<file path="config.mk">
export PLATFORM = sky130hd
export DESIGN_NAME = qpsk_carrier_recovery_loop_core_flat
export DESIGN_NICKNAME = d
export VERILOG_FILES = /design/src/rtl/ccr_pkg.sv /design/src/rtl/ccr_stream_if.sv /design/src/rtl/ccr_cordic.sv /design/src/rtl/qpsk_carrier_recovery_loop_core.sv /design/src/flat_wrapper.sv
export SDC_FILE = /design/constraint.sdc
export NUM_CORES = 2
export LEC_CHECK = 0
export BUFFER_PORTS_ARGS = -buffer_cell sky130_fd_sc_hd__buf_2
export CORE_UTILIZATION = 66
export DETAILED_ROUTE_END_ITERATION = 10
export GPL_TIMING_DRIVEN = 1
export PLACE_DENSITY = 0.83
export SYNTH_ARGS = -nofsm -noshare
export SYNTH_HDL_FRONTEND = slang
export SYNTH_SLANG_ARGS = --single-unit
</file>
<file path="constraint.sdc">
create_clock -name clk -period 9.5 [get_ports clk]
set_input_delay 1.425 -clock clk [delete_from_list [all_inputs] [get_ports clk]]
set_output_delay 1.425 -clock clk [all_outputs]
set_load 0.03 [all_outputs]
</file>
<file path="src/rtl/ccr_pkg.sv">
// ----------------------------------------------------------------------------
// ccr_pkg
// Shared types and constants of the QPSK carrier recovery loop.
// ----------------------------------------------------------------------------
`timescale 1ns / 1ps

package ccr_pkg;

	localparam int GUARD_BITS   = 14;
	localparam int XW_GROWTH    = GUARD_BITS + 3;   // guard bits plus CORDIC growth
	localparam int GAIN_BITS    = 16;
	localparam int COEF_WIDTH   = 18;
	localparam int FILT_SHIFT   = 8;
	localparam int CORDIC_ITERS = 16;
	localparam int ITER_W       = 4;
	localparam int CNT_W        = 9;
	localparam int RCNT_W       = 8;
	localparam int CFG_IDX_W    = 2;

	localparam logic [CNT_W-1:0]  CNT_MAX          = 9'd511;
	localparam logic [RCNT_W-1:0] RESET_COUNT_INIT = 8'd64;

	// 1/K of the CORDIC in Q0.16
	localparam logic signed [COEF_WIDTH-1:0] INV_GAIN = 18'sd39797;

	typedef enum logic [CFG_IDX_W-1:0] {
		CFG_KP          = 2'd0,
		CFG_KI          = 2'd1,
		CFG_RESET_COUNT = 2'd2
	} cfg_idx_t;

	typedef enum logic [1:0] {
		QUAD_0   = 2'd0,
		QUAD_90  = 2'd1,
		QUAD_180 = 2'd2,
		QUAD_270 = 2'd3
	} quad_t;

	typedef enum logic [3:0] {
		ST_IDLE,
		ST_ROT,
		ST_MULX,
		ST_MULY,
		ST_SATY,
		ST_ERR,
		ST_MULI,
		ST_MULP,
		ST_PHASE,
		ST_OUT
	} state_t;

	// atan(2^-i) as a 32-bit binary angle
	function automatic logic signed [31:0] atan_angle(input logic [ITER_W-1:0] idx);
		logic signed [31:0] a;
		case (idx)
			4'd0:    a = 32'sd536870912;
			4'd1:    a = 32'sd316933406;
			4'd2:    a = 32'sd167458907;
			4'd3:    a = 32'sd85004756;
			4'd4:    a = 32'sd42667331;
			4'd5:    a = 32'sd21354465;
			4'd6:    a = 32'sd10680862;
			4'd7:    a = 32'sd5340245;
			4'd8:    a = 32'sd2670163;
			4'd9:    a = 32'sd1335087;
			4'd10:   a = 32'sd667544;
			4'd11:   a = 32'sd333772;
			4'd12:   a = 32'sd166886;
			4'd13:   a = 32'sd83443;
			4'd14:   a = 32'sd41722;
			4'd15:   a = 32'sd20861;
			default: a = '0;
		endcase
		return a;
	endfunction

endpackage

</file>
<file path="src/rtl/ccr_stream_if.sv">
// ----------------------------------------------------------------------------
// ccr_stream_if
// Valid/ready channel carrying one complex sample per item.
// ----------------------------------------------------------------------------
`timescale 1ns / 1ps

interface ccr_stream_if #(parameter int W = 16);
	logic                valid;
	logic                ready;
	logic signed [W-1:0] re;
	logic signed [W-1:0] im;

	modport source (output valid, output re, output im, input ready);
	modport sink   (input valid, input re, input im, output ready);
endinterface

</file>
<file path="src/rtl/ccr_cordic.sv">
// ----------------------------------------------------------------------------
// ccr_cordic
// Iterative CORDIC rotator: quadrant pre-rotation, then one micro-rotation
// per cycle through a single shift/add unit.
// ----------------------------------------------------------------------------
`timescale 1ns / 1ps

module ccr_cordic #(
	parameter int SAMPLE_WIDTH = 16
) (
	input  logic                                           clk,
	input  logic                                           arst_n,
	input  logic                                           start,
	input  logic signed [SAMPLE_WIDTH-1:0]                 x_in,
	input  logic signed [SAMPLE_WIDTH-1:0]                 y_in,
	input  logic [31:0]                                    angle,
	output logic                                           done,
	output logic signed [SAMPLE_WIDTH+ccr_pkg::XW_GROWTH-1:0] x_out,
	output logic signed [SAMPLE_WIDTH+ccr_pkg::XW_GROWTH-1:0] y_out
);

	localparam int XW = SAMPLE_WIDTH + ccr_pkg::XW_GROWTH;

	logic signed [XW-1:0]             x_q, y_q;
	logic signed [31:0]               z_q;
	logic [ccr_pkg::ITER_W-1:0]       iter_q;
	logic                             busy_q, done_q;

	logic signed [XW-1:0] xe, ye, x0, y0, dx, dy;
	logic signed [31:0]   at;

	assign xe = XW'(x_in);
	assign ye = XW'(y_in);

	always_comb begin
		case (angle[31:30])
			ccr_pkg::QUAD_0: begin
				x0 = xe;
				y0 = ye;
			end
			ccr_pkg::QUAD_90: begin
				x0 = -ye;
				y0 = xe;
			end
			ccr_pkg::QUAD_180: begin
				x0 = -xe;
				y0 = -ye;
			end
			ccr_pkg::QUAD_270: begin
				x0 = ye;
				y0 = -xe;
			end
			default: begin
				x0 = xe;
				y0 = ye;
			end
		endcase
	end

	assign dx = y_q >>> iter_q;
	assign dy = x_q >>> iter_q;
	assign at = ccr_pkg::atan_angle(iter_q);

	always_ff @(posedge clk) begin
		if (start) begin
			x_q <= x0 <<< ccr_pkg::GUARD_BITS;
			y_q <= y0 <<< ccr_pkg::GUARD_BITS;
			z_q <= {2'b00, angle[29:0]};
		end else if (busy_q) begin
			if (!z_q[31]) begin
				x_q <= x_q - dx;
				y_q <= y_q + dy;
				z_q <= z_q - at;
			end else begin
				x_q <= x_q + dx;
				y_q <= y_q - dy;
				z_q <= z_q + at;
			end
		end
	end

	always_ff @(posedge clk or negedge arst_n) begin
		if (!arst_n) begin
			busy_q <= 1'b0;
			done_q <= 1'b0;
			iter_q <= '0;
		end else if (start) begin
			busy_q <= 1'b1;
			done_q <= 1'b0;
			iter_q <= '0;
		end else if (busy_q) begin
			iter_q <= iter_q + 1'b1;
			if (iter_q == ccr_pkg::ITER_W'(ccr_pkg::CORDIC_ITERS - 1)) begin
				busy_q <= 1'b0;
				done_q <= 1'b1;
			end
		end else begin
			done_q <= 1'b0;
		end
	end

	assign done  = done_q;
	assign x_out = x_q;
	assign y_out = y_q;

endmodule

</file>
<file path="src/rtl/qpsk_carrier_recovery_loop_core.sv">
// ----------------------------------------------------------------------------
// qpsk_carrier_recovery_loop_core
// Decision-directed QPSK carrier recovery: de-rotates each sample by the
// tracked phase and updates the phase through a PI loop filter.
// ----------------------------------------------------------------------------
//  channel   dir  handshake           payload
//  in_ch     in   valid/ready         re, im  (Q1.15 sample)
//  out_ch    out  valid/ready         re, im  (de-rotated, saturated)
//  cfg       in   cfg_we, no stall    cfg_idx, cfg_data (kp, ki, reset_count)
//
//  The CORDIC runs its 16 micro-rotations and a done step, then seven steps
//  on the shared multiplier and adder (gain correction of re and im,
//  saturation, error, ki and kp products, phase update), then the output
//  register is loaded; in_ch.ready goes high in the same cycle as that
//  result becomes valid. in_ch.ready is high only between items; the result
//  sits in an output register, so the next item is taken while it waits,
//  and a held result stalls only the end of the following item. Reset
//  clears the loop state.
// ----------------------------------------------------------------------------
`timescale 1ns / 1ps

module qpsk_carrier_recovery_loop_core #(
	parameter int SAMPLE_WIDTH = 16,
	parameter int PHASE_WIDTH  = 32
) (
	input  logic                              clk,
	input  logic                              arst_n,
	input  logic                              cfg_we,
	input  logic [ccr_pkg::CFG_IDX_W-1:0]     cfg_idx,
	input  logic [ccr_pkg::COEF_WIDTH-1:0]    cfg_data,
	ccr_stream_if.sink                        in_ch,
	ccr_stream_if.source                      out_ch
);

	localparam int XW  = SAMPLE_WIDTH + ccr_pkg::XW_GROWTH;
	localparam int MW  = XW + ccr_pkg::COEF_WIDTH;
	localparam int EW  = SAMPLE_WIDTH + 2;
	localparam int WW  = MW + PHASE_WIDTH;
	localparam int RSH = ccr_pkg::GUARD_BITS + ccr_pkg::GAIN_BITS;

	localparam logic signed [MW-1:0] RND_HALF = MW'(1) << (RSH - 1);
	localparam logic signed [MW-1:0] SMAX =
		{{(MW - SAMPLE_WIDTH + 1){1'b0}}, {(SAMPLE_WIDTH - 1){1'b1}}};
	localparam logic signed [MW-1:0] SMIN = ~SMAX;

	ccr_pkg::state_t state_q, state_d;

	logic signed [ccr_pkg::COEF_WIDTH-1:0] kp_q, ki_q;
	logic [ccr_pkg::RCNT_W-1:0]            rcount_q;
	logic [PHASE_WIDTH-1:0]                integ_q, phase_q;
	logic [ccr_pkg::CNT_W-1:0]             cnt_q;

	logic signed [MW-1:0]           mul_q;
	logic signed [SAMPLE_WIDTH-1:0] ore_q, oim_q;
	logic signed [EW-1:0]           err_q;
	logic                           out_valid_q;
	logic signed [SAMPLE_WIDTH-1:0] out_re_q, out_im_q;

	logic                           in_acc, out_load, clr;
	logic                           rot_done;
	logic signed [XW-1:0]           rot_x, rot_y;
	logic [PHASE_WIDTH-1:0]         neg_phase;
	logic [PHASE_WIDTH+31:0]        ang_ext;
	logic [31:0]                    angle;

	logic signed [XW-1:0]                  mul_a;
	logic signed [ccr_pkg::COEF_WIDTH-1:0] mul_b;
	logic signed [MW-1:0]                  prod;
	logic signed [MW-1:0]                  rnd;
	logic signed [SAMPLE_WIDTH-1:0]        sat_val;
	logic signed [EW-1:0]                  err_a, err_b, err_d;
	logic signed [WW-1:0]                  step_wide;
	logic [PHASE_WIDTH-1:0]                step;

	assign in_acc = in_ch.valid && in_ch.ready;

	// phase clear takes effect on the matching sample itself
	assign clr       = (cnt_q == {1'b0, rcount_q});
	assign neg_phase = clr ? '0 : ('0 - phase_q);
	assign ang_ext   = {neg_phase, 32'b0};
	assign angle     = ang_ext[PHASE_WIDTH+31 -: 32];

	ccr_cordic #(
		.SAMPLE_WIDTH(SAMPLE_WIDTH)
	) u_cordic (
		.clk    (clk),
		.arst_n (arst_n),
		.start  (in_acc),
		.x_in   (in_ch.re),
		.y_in   (in_ch.im),
		.angle  (angle),
		.done   (rot_done),
		.x_out  (rot_x),
		.y_out  (rot_y)
	);

	// next state
	always_comb begin
		state_d = state_q;
		case (state_q)
			ccr_pkg::ST_IDLE:  if (in_acc) state_d = ccr_pkg::ST_ROT;
			ccr_pkg::ST_ROT:   if (rot_done) state_d = ccr_pkg::ST_MULX;
			ccr_pkg::ST_MULX:  state_d = ccr_pkg::ST_MULY;
			ccr_pkg::ST_MULY:  state_d = ccr_pkg::ST_SATY;
			ccr_pkg::ST_SATY:  state_d = ccr_pkg::ST_ERR;
			ccr_pkg::ST_ERR:   state_d = ccr_pkg::ST_MULI;
			ccr_pkg::ST_MULI:  state_d = ccr_pkg::ST_MULP;
			ccr_pkg::ST_MULP:  state_d = ccr_pkg::ST_PHASE;
			ccr_pkg::ST_PHASE: state_d = ccr_pkg::ST_OUT;
			ccr_pkg::ST_OUT:   if (!out_valid_q || out_ch.ready) state_d = ccr_pkg::ST_IDLE;
			default:           state_d = ccr_pkg::ST_IDLE;
		endcase
	end

	// sequencer outputs: handshake and multiplier operand select
	always_comb begin
		in_ch.ready = 1'b0;
		out_load    = 1'b0;
		mul_a       = '0;
		mul_b       = '0;
		case (state_q)
			ccr_pkg::ST_IDLE: in_ch.ready = 1'b1;
			ccr_pkg::ST_MULX: begin
				mul_a = rot_x;
				mul_b = ccr_pkg::INV_GAIN;
			end
			ccr_pkg::ST_MULY: begin
				mul_a = rot_y;
				mul_b = ccr_pkg::INV_GAIN;
			end
			ccr_pkg::ST_MULI: begin
				mul_a = XW'(err_q);
				mul_b = ki_q;
			end
			ccr_pkg::ST_MULP: begin
				mul_a = XW'(err_q);
				mul_b = kp_q;
			end
			ccr_pkg::ST_OUT: out_load = !out_valid_q || out_ch.ready;
			default: begin
				in_ch.ready = 1'b0;
			end
		endcase
	end

	assign prod = mul_a * mul_b;

	// round to nearest and saturate the gain-corrected value in mul_q
	assign rnd = (mul_q + RND_HALF) >>> RSH;
	always_comb begin
		if (rnd > SMAX)
			sat_val = SMAX[SAMPLE_WIDTH-1:0];
		else if (rnd < SMIN)
			sat_val = SMIN[SAMPLE_WIDTH-1:0];
		else
			sat_val = rnd[SAMPLE_WIDTH-1:0];
	end

	// zero counts as negative
	assign err_a = (ore_q > 0) ? EW'(oim_q) : -EW'(oim_q);
	assign err_b = (oim_q > 0) ? EW'(ore_q) : -EW'(ore_q);
	assign err_d = err_a - err_b;

	assign step_wide = WW'(mul_q >>> ccr_pkg::FILT_SHIFT);
	assign step      = step_wide[PHASE_WIDTH-1:0];

	always_ff @(posedge clk) begin
		mul_q <= prod;
		if (state_q == ccr_pkg::ST_MULY) ore_q <= sat_val;
		if (state_q == ccr_pkg::ST_SATY) oim_q <= sat_val;
		if (state_q == ccr_pkg::ST_ERR)  err_q <= err_d;
		if (out_load) begin
			out_re_q <= ore_q;
			out_im_q <= oim_q;
		end
	end

	always_ff @(posedge clk or negedge arst_n) begin
		if (!arst_n) begin
			state_q     <= ccr_pkg::ST_IDLE;
			kp_q        <= '0;
			ki_q        <= '0;
			rcount_q    <= ccr_pkg::RESET_COUNT_INIT;
			integ_q     <= '0;
			phase_q     <= '0;
			cnt_q       <= '0;
			out_valid_q <= 1'b0;
		end else begin
			state_q <= state_d;
			if (cfg_we) begin
				case (cfg_idx)
					ccr_pkg::CFG_KP:          kp_q     <= cfg_data;
					ccr_pkg::CFG_KI:          ki_q     <= cfg_data;
					ccr_pkg::CFG_RESET_COUNT: rcount_q <= cfg_data[ccr_pkg::RCNT_W-1:0];
					default: ;
				endcase
			end
			if (in_acc) begin
				if (clr) phase_q <= '0;
				if (cnt_q != ccr_pkg::CNT_MAX) cnt_q <= cnt_q + 1'b1;
			end
			if (state_q == ccr_pkg::ST_MULP)
				integ_q <= integ_q + step;
			if (state_q == ccr_pkg::ST_PHASE)
				phase_q <= phase_q + step + integ_q;
			if (out_load)
				out_valid_q <= 1'b1;
			else if (out_ch.ready)
				out_valid_q <= 1'b0;
		end
	end

	assign out_ch.valid = out_valid_q;
	assign out_ch.re    = out_re_q;
	assign out_ch.im    = out_im_q;

endmodule

</file>
<file path="src/flat_wrapper.sv">
// flat-port wrapper written by rule: the top's interface ports become plain ports
module qpsk_carrier_recovery_loop_core_flat 
#(
	parameter int SAMPLE_WIDTH = 16,
	parameter int PHASE_WIDTH  = 32
)
  (clk, arst_n, cfg_we, cfg_idx, cfg_data, in_ch_valid, in_ch_re, in_ch_im, in_ch_ready, out_ch_valid, out_ch_re, out_ch_im, out_ch_ready);
  ccr_stream_if #(.W((16))) in_ch_i ();
  ccr_stream_if #(.W((16))) out_ch_i ();
  input  logic clk;
  input  logic arst_n;
  input  logic cfg_we;
  input  logic [ccr_pkg::CFG_IDX_W-1:0] cfg_idx;
  input  logic [ccr_pkg::COEF_WIDTH-1:0] cfg_data;
  input wire logic [$bits(in_ch_i.valid)-1:0] in_ch_valid;
  input wire logic [$bits(in_ch_i.re)-1:0] in_ch_re;
  input wire logic [$bits(in_ch_i.im)-1:0] in_ch_im;
  output wire logic [$bits(in_ch_i.ready)-1:0] in_ch_ready;
  output wire logic [$bits(out_ch_i.valid)-1:0] out_ch_valid;
  output wire logic [$bits(out_ch_i.re)-1:0] out_ch_re;
  output wire logic [$bits(out_ch_i.im)-1:0] out_ch_im;
  input wire logic [$bits(out_ch_i.ready)-1:0] out_ch_ready;
  assign in_ch_i.valid = in_ch_valid;
  assign in_ch_i.re = in_ch_re;
  assign in_ch_i.im = in_ch_im;
  assign in_ch_ready = in_ch_i.ready;
  assign out_ch_valid = out_ch_i.valid;
  assign out_ch_re = out_ch_i.re;
  assign out_ch_im = out_ch_i.im;
  assign out_ch_i.ready = out_ch_ready;
  qpsk_carrier_recovery_loop_core #(.SAMPLE_WIDTH(SAMPLE_WIDTH), .PHASE_WIDTH(PHASE_WIDTH)) u_core (.clk(clk), .arst_n(arst_n), .cfg_we(cfg_we), .cfg_idx(cfg_idx), .cfg_data(cfg_data), .in_ch(in_ch_i), .out_ch(out_ch_i));
endmodule
</file>
After elaboration in Yosys (flattened, before gate mapping) --
Memory sizes are Yosys's and may differ from the RTL's. Cells that the tools add are included.
Word-level totals: flip-flop bits (word level) 359, ROM bits 480, bits of input ports 57, output and inout bits 34, logic and storage cells 125, memories kept 1
Cells by class: $add $sub $neg 18, $mul 1, $lt $le $gt $ge 4, eq/ne operators 21, shift-type cells 2, muxes and demuxes 37, reduce and logical (&&, ||, !) cells 18
Memory list:
- (no name shown) | depth 16, bits a word 30, rd ports 1, clocked after memory_dff 0, wr ports 0, RTL line ccr_pkg.sv:55 | case (idx)
Operator list (number):
- 2-to-1 mux 33 bit | 6
- 2-to-1 mux 32 bit | 5
- case mux 19 bit (4 select lines) | 2
- adder 32 bit | 4
- case mux 33 bit (3 select lines) | 1
- adder 33 bit | 2
- >>> shifter 33 x 4 -> 33 bit | 2
- subtractor 33 bit | 2
- 2-to-1 mux 30 bit | 2
- case mux 18 bit (3 select lines) | 1
- adder 51 x 31 -> 51 bit, second input constant | 1
- multiplier 33 x 18 -> 51 bit | 1
- case mux 4 bit (10 select lines) | 1
- negation 16 -> 19 bit | 2
- 2-to-1 mux 18 bit | 2
- negation 16 -> 18 bit | 2
- > comparator 16 x 1 -> 1 bit, second input constant | 2
- 2-to-1 mux 16 bit | 2
- subtractor 1 x 32 -> 32 bit, first input constant | 1
- subtractor 32 bit | 1
- > comparator 21 x 16 -> 1 bit, second input constant | 1
- less-than comparator 21 x 16 -> 1 bit, second input constant | 1
- 2-to-1 mux 4 bit | 5
- subtractor 18 bit | 1
- other kinds (23) | 51

Logic depth before layout (Yosys ltp) --
word-level depth 5, mapped depth 31, mapped depth without buffers 28

Cells and area by module --
A second synthesis with hierarchy kept.
Unflattened totals: cell total of the unflattened synthesis 5768, area, all modules 51119.0 um^2
Modules (own cells, without submodules):
- qpsk_carrier_recovery_loop_core | times used 1, cells each 3724, area an instance 34530.6 um^2, sequential area each 6377.4 um^2
- ccr_cordic | times used 1, cells each 2044, area an instance 16588.4 um^2, sequential area each 2792.7 um^2

Worst setup path before layout --
Ideal clock, no wire load.
path type register to register, start point register u_core.state_q[0], end point register u_core.mul_q[32], setup time 63 ps, data arrival time 8284 ps, data required time 9437 ps, setup slack 1154 ps, stages on the path, launching flop included 29, buffers on the path 3, clock period less this slack 8346 ps, path through dfrtp_1 > buf_1 > nand2_1 > nor3_1 > clkbuf_1 > buf_1 > a221oi_1 > nor2_1 > fa_1 > inv_1 > fa_1 > fa_1 > inv_1 > fa_1 > fa_1 > inv_1 > fa_1 > inv_1 > ha_1 > a21o_1 > a21o_1 > a21oi_1 > a21boi_0 > nor2_1 > a31oi_2 > o21ai_0 > a311o_1 > a2111oi_0 > nand3b_1
Between the ends: word-level cells in the longest chain between the ends 4, elaborated cells on any way between the ends 9, those cells by class mul (1); eq/ne (4); mux (2); reduce/logical (2)
Ends and longest elaborated chain:
- start: declaration | RTL line qpsk_carrier_recovery_loop_core.sv:46 | ccr_pkg::state_t state_q, state_d;
- start signal: assignment | RTL line qpsk_carrier_recovery_loop_core.sv:180 | state_q <= ccr_pkg::ST_IDLE;
- start signal: assignment | RTL line qpsk_carrier_recovery_loop_core.sv:189 | state_q <= state_d;
- equality test 4 x 3 -> 1 bit / equality test 4 x 2 -> 1 bit (equally long branches) | RTL line qpsk_carrier_recovery_loop_core.sv:121 | case (state_q)
- OR reduction 2 bit (no line)
- case mux 33 bit (3 select lines) / case mux 18 bit (3 select lines) (equally long branches) | RTL line qpsk_carrier_recovery_loop_core.sv:121
- multiplier 33 x 18 -> 51 bit (*) | RTL line qpsk_carrier_recovery_loop_core.sv:146 | assign prod = mul_a * mul_b;
- via u_core.prod[32] | RTL line qpsk_carrier_recovery_loop_core.sv:68 | logic signed [MW-1:0] prod;
- end signal: assignment | RTL line qpsk_carrier_recovery_loop_core.sv:168 | mul_q <= prod;
- end: declaration | RTL line qpsk_carrier_recovery_loop_core.sv:53 | logic signed [MW-1:0] mul_q;
Mark *: on every way through the listed nets, which the timed path passes. The rest lies on a longest branch. A chain may end at the register's enable or synchronous reset.

Final worst setup path --
start point register u_core.state_q[0], end point register u_core.mul_q[44]
The elaborated chain is that of the path after synthesis.

==> run metrics <==
Max Root-Sink Buffers 3; Worst Hold Endpoint u_core.out_ch.im[10]$_DFFE_PP_; Clk Latency, worst-skew pair 0.63 ns; top cell type's share of synthesized area 24.1%; Num Clock Sinks 351; WL/cell 23.0 um; dominant cell type by area after synthesis fa_1; Cells after Synth 5671; IO Pins 91; Post-CTS Hold Buffers 0; vias in the first global route 42500; hold path depth 0; dominant cells by area after synthesis fa_1 (24%), edfxtp_1 (9.0%), ha_1 (7.7%), dfrtp_1 (6.3%), inv_1 (5.8%); FFs w/ async S/R, synth 36.5%; Worst EP required 10.03 ns; Worst Setup Path Type reg -> reg; fmax 113 MHz; antenna-violating nets left 0; crit path max-delay cell type nor2_1; hold_sp u_core.oim_q[10]$_DFFE_PP_; Setup Skew 0.0562 ns; register area share after synthesis 18.3%; worst r2r src u_core.state_q[0]$_DFFE_PN0P_; Sum Neg Setup Slack 0 ns; share of cells above drive strength 1 7.95%; Initial Utilization 67.1%; drt via density 6.38; 1st-iter DRT viols 4054; largest net degree at the start of global routing 72; reg2reg setup slack 0.67 ns; Max Cap Viol 0; max-slew violation count 3; max_slew headroom -7.51%; EDFF count, synth 150; Worst setup SP type register; Port Buffer Count 90; crit path capture type register; Synthesized Nets 6642; Syn Std Cell Area 50200 um2; Die W 278 um; die span in y 278 um; worst setup path start u_core.state_q[0]$_DFFE_PN0P_; Via Count 42400; Worst R2R Path Depth 26; Worst-path clk slew 0.07 ns; root buffer cell clkbuf_16; H-tree levels 2; Final GP Congestion 1.04; crit share post-route 92.9%; DR DRC count 0; grt ovf 0; clock period minus worst slack 8.83 ns; Main synth FF type edfxtp_1; Rows 100; die area 77200 um2; max incr delay on CP 0.79 ns; total track usage 40.1%; FILL cells 5743; failing checks slew limit; Crit path top cell by count fa_1; Nets 6611; Synth cell types 92; end of the worst register-to-register path u_core.mul_q[44]$_DFF_P_; sequential cell area 9190 um2; critical path fanouts, max 20; area occupied by multi-input gates 37200 um2; setup violators final 0; first-pass GRT wire length 238 mm; placed insts 6566; post-CTS setup buffers 0; FF+latch count, synth 351; P&R area growth vs syn 5.58%; detailed placer's ending HPWL 120 mm; Hold Path Class reg -> reg; Hold WS 0.448 ns; Layout Cells excl Fill 6646; CTS tree built; status finished, violations left; WL final 153 mm; RSZ-0062 raised after global routing false; initial antenna violation count 9; Tightest Pin Transition 1.61 ns; Synth warnings 0; Avg Cell Area, Syn 8.86 um2; final hold violations 0; arrival time worst endpoint 9.35 ns; DRT Pass-1 Iters 6; total CTS buffers 41; Core Area 74800 um2
[routing by layer]
metal	part of all wire [%]	track usage, %	vias up
li1	-	-	18900
met1	37	50.2	20700
met2	45	63.0	2283
met3	11	10.3	590
met4	6.7	23.6	8
met5	0.031	0.313	-
[through the flow]
stage | setup WS [ns] | instance area (um2) | util, %
floorplan | 1.15 | 50200 | -
global placement | 0.751 | 51600 | 68.9
detailed placement | 0.599 | 51600 | 68.9
CTS | 0.543 | 53000 | 70.8
global route | 0.353 | 53000 | 70.8
finish | 0.674 | 53000 | 70.9
[worst max-delay path: cells and delay by family (launching register included)]
| family | cells | cell delay (ns) |
|---|---|---|
| fa+ha+maj | 7 | 3.45 |
| compound gates | 9 | 2.76 |
| simple gates | 5 | 1.24 |
| buf+inv | 5 | 0.91 |
| flops | 1 | 0.34 |
[cells in the final DEF, fill, tap and decap left out, types with 23 or more instances in the layout]
| master | synthesis | final |
|---|---|---|
| nand3_1 | 107 | 106 |
| o211ai_1 | 23 | 23 |
| ha_1 | 309 | 309 |
| nor4_1 | 24 | 23 |
| mux4_2 | 61 | 61 |
| a31oi_1 | 51 | 51 |
| nand2b_1 | 60 | 59 |
| or3_1 | 28 | 28 |
| edfxtp_1 | 150 | 150 |
| mux2_2 | 80 | 80 |
| a21o_1 | 99 | 99 |
| dfrtp_1 | 127 | 122 |
| dfxtp_1 | 73 | 72 |
| a211oi_1 | 41 | 41 |
| o21a_1 | 33 | 33 |
| inv_1 | 777 | 776 |
| nor3_1 | 79 | 76 |
| and3_1 | 56 | 56 |
| buf_2 | 32 | 89 |
| nor2_1 | 490 | 490 |
| fa_1 | 605 | 605 |
| o21ai_0 | 210 | 210 |
| xnor2_1 | 218 | 218 |
| nor2b_1 | 36 | 36 |
| xor2_1 | 178 | 178 |
| a21oi_1 | 298 | 292 |
| o22ai_1 | 48 | 48 |
| clkbuf_16 | 0 | 42 |
| mux2i_1 | 118 | 118 |
| nand2_1 | 680 | 679 |
| and2_1 | 45 | 44 |
| buf_4 | 10 | 87 |
[sequential cells by signal (all words and copies together) (netlist names), 4 cells and up]
name / count
u_core.ki_q: 18
u_core.ore_q: 16
u_core.u_cordic.x_out: 33
u_core.u_cordic.y_out: 33
u_core.integ_q: 32
u_core.out_ch.im: 16
u_core.u_cordic.iter_q: 4
u_core.err_q: 18
u_core.out_ch.re: 16
u_core.state_q: 4
u_core.kp_q: 18
u_core.rcount_q: 8
u_core.mul_q: 43
u_core.phase_q: 32
u_core.oim_q: 16
u_core.u_cordic.z_q: 32
u_core.cnt_q: 9
[worst max path at each step]
stage                                    end  slack, ns  depth (start not counted)
floorplan           u_core.mul_q[32]$_DFF_P_       1.15                         28
global placement    u_core.mul_q[44]$_DFF_P_       0.75                         26
detailed placement  u_core.mul_q[44]$_DFF_P_       0.60                         26
CTS                 u_core.mul_q[44]$_DFF_P_       0.54                         26
global route        u_core.mul_q[44]$_DFF_P_       0.35                         26
finish              u_core.mul_q[44]$_DFF_P_       0.67                         26
[what timing repair did]
item | in CTS | in global routing
gates resized for setup | 0 | 1
endpoints found under the setup margin | 0 | 1
hold endpoints to repair | 0 | 0
[cell type report]
| cell class | instances | share of cell area, % |
|---|---|---|
| timing repair buffer | 177 | 2.09 |
| tap | 969 | 2.29 |
| multi-input combinational | 4291 | 70.1 |
| inverter | 778 | 5.51 |
| sequential | 351 | 17.3 |
| antenna | 4 | 0.0189 |
| clock buffer | 52 | 2.11 |
| clock inverter | 24 | 0.564 |
[logic make-up (layout without fill, tap and decap cells)]
kind of cell | after synthesis | after routing | synth area share (%)
adder cells (fa/ha/maj) | 914 | 914 | 31.8
other | 0 | 4 | 0
XOR/XNOR | 397 | 397 | 6.95
buffers and inverters | 1029 | 1031 | 7.91
AO/OA/AOI/OAI | 1023 | 1023 | 13.1
multiplexers | 259 | 259 | 6.88
AND/OR/NAND/NOR | 1698 | 1698 | 15.1
flip-flops | 351 | 351 | 18.3
[synthesized netlist by cell type (18+ instances only)]
cell and instances:
nand2_1 680, xor2_1 178, a211oi_1 41, nor3_1 79, ha_1 309, nor2b_1 36, buf_1 34, nor2_1 490
inv_1 777, dfxtp_1 73, and2_1 45, buf_2 32, o211ai_1 23, dfrtp_1 127, mux2i_1 118, or3_1 28
a21oi_1 298, nand2b_1 60, o21bai_1 22, mux2_2 80, a31oi_1 51, a21o_1 99, edfxtp_1 150, o22ai_1 48
fa_1 605, clkbuf_1 171, a221o_1 18, mux4_2 61, xnor2_1 218, and3_1 56, nand4_1 18, o31ai_1 22
nor4_1 24, nand3_1 107, o21a_1 33, o21ai_0 210
Power is not shown: default switching activity piles up to over one toggle a cycle in this logic, so the estimate is an artifact.
